[config.mk]
export PLATFORM = sky130hd
export DESIGN_NAME = crxf_cnt_mem
export DESIGN_NICKNAME = d
export VERILOG_FILES = /design/src/crxf_pkg.sv /design/src/crxf_cnt_mem.sv
export SDC_FILE = /design/constraint.sdc
export NUM_CORES = 1
export LEC_CHECK = 0
export BUFFER_PORTS_ARGS = -buffer_cell sky130_fd_sc_hd__buf_2
export CELL_PAD_IN_SITES_DETAIL_PLACEMENT = 0
export CELL_PAD_IN_SITES_GLOBAL_PLACEMENT = 2
export CORE_UTILIZATION = 50
export CTS_CLUSTER_DIAMETER = 60
export DETAILED_ROUTE_END_ITERATION = 6
export PLACE_DENSITY_LB_ADDON = 0.12
export REMOVE_ABC_BUFFERS = 1
export SLEW_MARGIN = 25
export SYNTH_ARGS = -nofsm -noshare
export SYNTH_HDL_FRONTEND = slang
export SYNTH_SLANG_ARGS = --single-unit
[constraint.sdc]
create_clock -name clk_i -period 4.33 [get_ports clk_i]
set_input_delay 0.866 -clock clk_i [delete_from_list [all_inputs] [get_ports clk_i]]
set_output_delay 0.866 -clock clk_i [all_outputs]
set_load 0.05 [all_outputs]
[src/crxf_pkg.sv]
// Shared types, constants and the identifier lookup for the CAN receive filter block.
package crxf_pkg;

  localparam int unsigned IdW       = 29;
  localparam int unsigned LenW      = 4;
  localparam int unsigned DataW     = 64;
  localparam int unsigned CntW      = 32;
  localparam int unsigned LevelOutW = 8;
  localparam int unsigned NumIds    = 14;
  localparam int unsigned IdxW      = 4;

  // Request codes; the fourth code is unused and does nothing
  typedef enum logic [1:0] {
    OP_RX    = 2'd0,
    OP_POP   = 2'd1,
    OP_QUERY = 2'd2
  } op_e;

  // Controller states
  typedef enum logic {
    ST_IDLE = 1'b0,
    ST_WB   = 1'b1
  } state_e;

  // Accepted identifiers, in counter index order
  localparam logic [IdW-1:0] ID_TABLE [NumIds] = '{
    29'h1A7, 29'h2A7, 29'h3A7, 29'h4A7,
    29'h200, 29'h201, 29'h202, 29'h203, 29'h204,
    29'h210, 29'h400, 29'h401, 29'h402, 29'h500
  };

  typedef struct packed {
    logic            hit;
    logic [IdxW-1:0] idx;
  } id_hit_t;

  // Counter memory access, from controller to counter store
  typedef struct packed {
    logic            rd_en;
    logic [IdxW-1:0] rd_idx;
    logic            wr_en;
    logic [IdxW-1:0] wr_idx;
    logic [CntW-1:0] wr_data;
  } cnt_req_t;

  // One FIFO entry: header (length code, identifier) and data bytes
  typedef struct packed {
    logic [LenW-1:0]  len;
    logic [IdW-1:0]   ident;
    logic [DataW-1:0] data;
  } frame_t;

  // One result item
  typedef struct packed {
    logic                 frame_matched;
    logic                 frame_dropped;
    logic                 pop_valid;
    logic [IdW-1:0]       out_identifier;
    logic [LenW-1:0]      out_length;
    logic [DataW-1:0]     out_payload;
    logic [CntW-1:0]      id_count;
    logic [CntW-1:0]      total_count;
    logic [LevelOutW-1:0] fifo_level;
  } res_t;

  // Full 29-bit compare against every table entry; entries are distinct
  function automatic id_hit_t id_lookup(input logic [IdW-1:0] ident);
    id_hit_t r;
    r = '0;
    for (int i = 0; i < NumIds; i++) begin
      if (ident == ID_TABLE[i]) begin
        r.hit = 1'b1;
        r.idx = IdxW'(i);
      end
    end
    return r;
  endfunction

endpackage

[src/crxf_cnt_mem.sv]
// Per-identifier counter store: synchronous memory with per-entry valid bits.
module crxf_cnt_mem import crxf_pkg::*; (
  input  logic            clk_i,
  input  logic            rst_ni,
  input  cnt_req_t        req_i,
  output logic [CntW-1:0] rd_data_o
);

  logic [CntW-1:0] mem [NumIds];
  logic [NumIds-1:0] vld_q, vld_d;
  logic [CntW-1:0] rd_data_q;
  logic            rd_vld_q;

  // Counter array, registered read port
  always_ff @(posedge clk_i) begin
    if (req_i.wr_en) begin
      mem[req_i.wr_idx] <= req_i.wr_data;
    end
    if (req_i.rd_en) begin
      rd_data_q <= mem[req_i.rd_idx];
    end
  end

  // Valid bits: an entry never written reads as zero
  always_comb begin
    vld_d = vld_q;
    if (req_i.wr_en) begin
      vld_d[req_i.wr_idx] = 1'b1;
    end
  end

  always_ff @(posedge clk_i or negedge rst_ni) begin
    if (!rst_ni) begin
      vld_q    <= '0;
      rd_vld_q <= 1'b0;
    end else begin
      vld_q <= vld_d;
      if (req_i.rd_en) begin
        rd_vld_q <= vld_q[req_i.rd_idx];
      end
    end
  end

  assign rd_data_o = rd_vld_q ? rd_data_q : '0;

endmodule

Yosys cells after proc, flatten, opt, wreduce, memory -nomap -nowiden
Memory sizes are Yosys's and may differ from the RTL's. A register that Yosys moved wholly into a read port is not among the register bits.
Cells that the tools add are included.
Storage, ports and cells
  register bits after elaboration: 15
  bits in latches: 0
  RAM bits: 448
  memory bits (read-only): 0
  input port bits: 44
  output and inout bits: 32
  logic and storage cells: 15
  memories kept: 1
Memory list
  mem: words 14, width 32, read ports 1, clocked after memory_dff 1, wr ports 1, line crxf_cnt_mem.sv:9  | logic [CntW-1:0] mem [NumIds];
Operators by class
  add/sub/neg operators: 0
  multiply operators: 0
  div/mod/pow operators: 0
  $lt $le $gt $ge: 3
  eq/ne operators: 0
  shifts and indexed selects: 0
  multiplexer cells: 7
  bitwise operators: 1
  reduce and logical (&&, ||, !) cells: 1
Operator list (count)
  $mux W32: 1
  $or A14 B14 Y14: 1
  $lt A4 B5 Y1 const B: 2
  $bmux W1 S4: 1
  $demux W1 S4: 1
  $ge A4 B1 Y1 const B: 1
  $mux W1: 4
  $logic_and A1 B1 Y1: 1

Longest topological paths before layout
  word-level depth: 5
  mapped depth: 5
  gate-level depth less buffers: 4

Worst setup path after synthesis
No wires, ideal clock.
  kind: in2reg
  start point: in req_i[34] (netlist name)
  end point: mem mem[0][0], enable pin
  library setup time: 0.463 ns
  arrival: 3.540 ns
  required time: 3.867 ns
  path slack: 0.327 ns
  stages on the path: 2
  buffers on the path: 0
  cell sequence: or3b_1 nor3_1
RTL lines
  from (decl): line crxf_cnt_mem.sv:5  | input cnt_req_t req_i,
  to (decl): line crxf_cnt_mem.sv:9
No word-level cell before the write port.

Worst setup path in the final report
  start point: reg rd_vld_q
  end point: out rd_data_o[19]
On the way
  longest elaborated chain between the ends: 1
Ends and longest elaborated chain
  from (decl): line crxf_cnt_mem.sv:12  | logic rd_vld_q;
  from (signal assigned): line crxf_cnt_mem.sv:39  | rd_vld_q <= vld_q[req_i.rd_idx];
  $mux W32: line crxf_cnt_mem.sv:44  | assign rd_data_o = rd_vld_q ? rd_data_q : '0;
  to (decl): line crxf_cnt_mem.sv:6  | output logic [CntW-1:0] rd_data_o
Every way passes these cells.

==> reports/results.tsv <==
metric	value	unit
finalNetCount	931	
fillerInstances	2665	
fp.dieArea	0.0383	sq mm
dr_total_vias	8300	
min_path_type	in -> async	
setup_viol	0	
core_area	0.0368	sq mm
dpl.hpwl	21300	microns
fin_setup_tns	0	ns
synth_cell_type_count	23	
drt_iter0_drc	681	
powerDensity	481	mW/mm^2
fp-row-count	70	
synthArstFlopShare	3.03	%
grt_use_total	22.2	%
vdd_drop_max	0.000299	V
synth_seq_area_share	78.8	%
clock_latency	0.57	ns
grt_pass1_wl	60000	microns
yosys_warnings	0	
drv_cap	0	
synth_top_area_cell	edfxtp_1	
clk_pin_slew	0.06	ns
max-clock-path-buffers	3	
syn-cell-area	0.0188	sq mm
critical_path.max_fanout	22	
worst_pin_slew	0.916	ns
cts_max_level	2	
cp.depth	3	
crit_chain	buf_4 > and2_1 > buf_2	
end_kind	output port	
path_class	reg -> out	
gp_congestion	0.697	
period_minus_slack	3.19	ns
syn_avg_cell_area	24.4	sq um
initial_core_util	51.0	%
skew	0.0132	ns
root_buffer	clkbuf_16	
cp.arrival	2.32	ns
ios	76	
fin_cells	1393	
slew-limit-headroom	38.8	%
cts_setup_buffers	0	
cp_top_family	flip-flops	
synth_seq_cells	495	
synth_cells	768	
placed_cells	1303	
startpoint_type	register	
cts.sinks	495	
power_leakage	0.00689	uW
synth_edf_count	480	
area_growth	14.4	%
rsz0062_at_grt	false	
hold_viol_final	0	
r2r_cells	3	
final_layout_size_suffix_gt1_share	33.8	%
drc	0	
cp-endpoint	rd_data_o[19]	
regToRegSetupSlack	2.58	ns
cts_resized	0	
routed_wl	40300	microns
first_pass_iters	5	
antenna_found_initial	1	
cts_buffers	50	
synthTopCellsByArea	edfxtp_1 (77%), mux4_2 (16%), dfrtp_1 (2.0%)	
period_share	73.7	%
grt_start_max_net_pins	49	
die_x	196	microns
portBuffers	75	
wire_per_inst	29.0	microns
synth_top_flop_cell	edfxtp_1	
cts_hold_buf	0	
cpMaxStageDelayCell	dfrtp_1	
grt_overflow	0	
cts_tree	done	
yosysMostFrequentCell	edfxtp_1	
critPathBufInv	2	
yosysTopAreaCellShare	76.8	%
synth_common_cells	edfxtp_1 (480), mux4_2 (130), and2_1 (32), mux2_1 (29), dfrtp_1 (15)	
grt_pass1_vias	9036	
via_per_inst	5.96	
dieHeight	196	microns
worstReg2RegStart	vld_q[5]$_DFFE_PN0P_	
timing.rr.end	rd_vld_q$_DFFE_PN0P_	
run_status	completed	
fmax	314	MHz
finalMaxSlewViolations	0	
cp.required	3.46	ns
drtAntennaViolNets	0	
cp_slowest_stage_delay	0.74	ns
worstSetupStartpoint	rd_vld_q$_DFFE_PN0P_	
-- worst min path at each step --
stage	from	to	slack (ns)	cells past startpoint
floorplan	vld_q[5]$_DFFE_PN0P_	vld_q[5]$_DFFE_PN0P_	0.42	1
global placement	vld_q[9]$_DFFE_PN0P_	vld_q[9]$_DFFE_PN0P_	0.44	1
detailed placement	vld_q[13]$_DFFE_PN0P_	vld_q[13]$_DFFE_PN0P_	0.45	1
CTS	rst_ni	vld_q[7]$_DFFE_PN0P_	0.17	1
global route	rst_ni	vld_q[7]$_DFFE_PN0P_	0.19	1
finish	rst_ni	vld_q[7]$_DFFE_PN0P_	0.19	1
-- worst reg2reg max path, stage by stage (launching register included) --
cell	delay [ns]
dfrtp_1	0.39
mux4_1	0.51
mux4_2	0.47
mux2_4	0.27
-- metal layers --
metal | global-route usage, % | vias to the layer above | part of all wire [%]
met2 | 36.6 | 230 | 50
li1 | - | 3491 | -
met4 | 6.22 | 0 | 1.9
met5 | 0 | - | 0
met1 | 31.4 | 4523 | 43
met3 | 3.28 | 56 | 5.1
-- sequential cells by signal, summed over array words and instances (netlist names) --
name	count
mem	448
vld_q	14
rd_data_q	32
rd_vld_q	1
-- through the flow --
| step | power [uW] | area [sq um] | util [%] | hold slack [ns] | worst slack (ns) |
|---|---|---|---|---|---|
| floorplan | 6030 | 18600 | - | 0.424 | 0.327 |
| global placement | 6370 | 19900 | 54.2 | 0.438 | 1.25 |
| detailed placement | 6400 | 19900 | 54.2 | 0.449 | 1.20 |
| CTS | 10400 | 21500 | 58.3 | 0.169 | 1.09 |
| global route | 10600 | 21500 | 58.3 | 0.188 | 1.06 |
| finish | 10300 | 21500 | 58.3 | 0.188 | 1.14 |
-- placed cells by master (no fill, tap or decap), types with 2 or more instances in the layout --
| cell type | n |
|---|---|
| clkinv_1 | 10 |
| clkbuf_16 | 53 |
| and2_1 | 32 |
| mux2_2 | 3 |
| buf_2 | 73 |
| o21ai_0 | 2 |
| mux2i_1 | 2 |
| nor3_2 | 4 |
| nand3b_1 | 4 |
| clkbuf_1 | 18 |
| edfxtp_1 | 480 |
| nand2b_1 | 2 |
| nor2_4 | 10 |
| clkinv_2 | 5 |
| buf_12 | 8 |
| buf_4 | 21 |
| mux4_2 | 130 |
| dfrtp_1 | 15 |
| or2_1 | 14 |
| bufinv_16 | 2 |
| mux2_1 | 29 |
-- power breakdown --
| part | switching [uW] | total (uW) | internal [uW] |
|---|---|---|---|
| Sequential | 52.8 | 5460 | 5400 |
| Clock | 1690 | 4040 | 2340 |
| Combinational | 541 | 830 | 289 |
| Total | 2290 | 10300 | 8040 |
-- cell families (layout without fill, tap and decap cells) --
family                 count (synthesis)  in the layout  synth area share (%)
DFF                                  495            495                  78.8
AOI/OAI and AO/OA                      2              2                0.0534
other                                  0              1                     0
and+or+nand+nor                       69             69                  2.16
buffers and inverters                 36            192                  1.09
muxes                                166            166                  17.9
-- cell type report --
| cell class | instances | area, sq um | share of cell area, % |
|---|---|---|---|
| Tap cell | 468 | 586 | 2.73 |
| Timing Repair Buffer | 103 | 694 | 3.24 |
| Clock buffer | 71 | 1390 | 6.50 |
| Multi-Input combinational cell | 237 | 3860 | 18.0 |
| Sequential cell | 495 | 14800 | 68.9 |
| Clock inverter | 18 | 131 | 0.612 |
| Antenna cell | 1 | 2.50 | 0.0117 |
(Power assumes the default switching activity.)
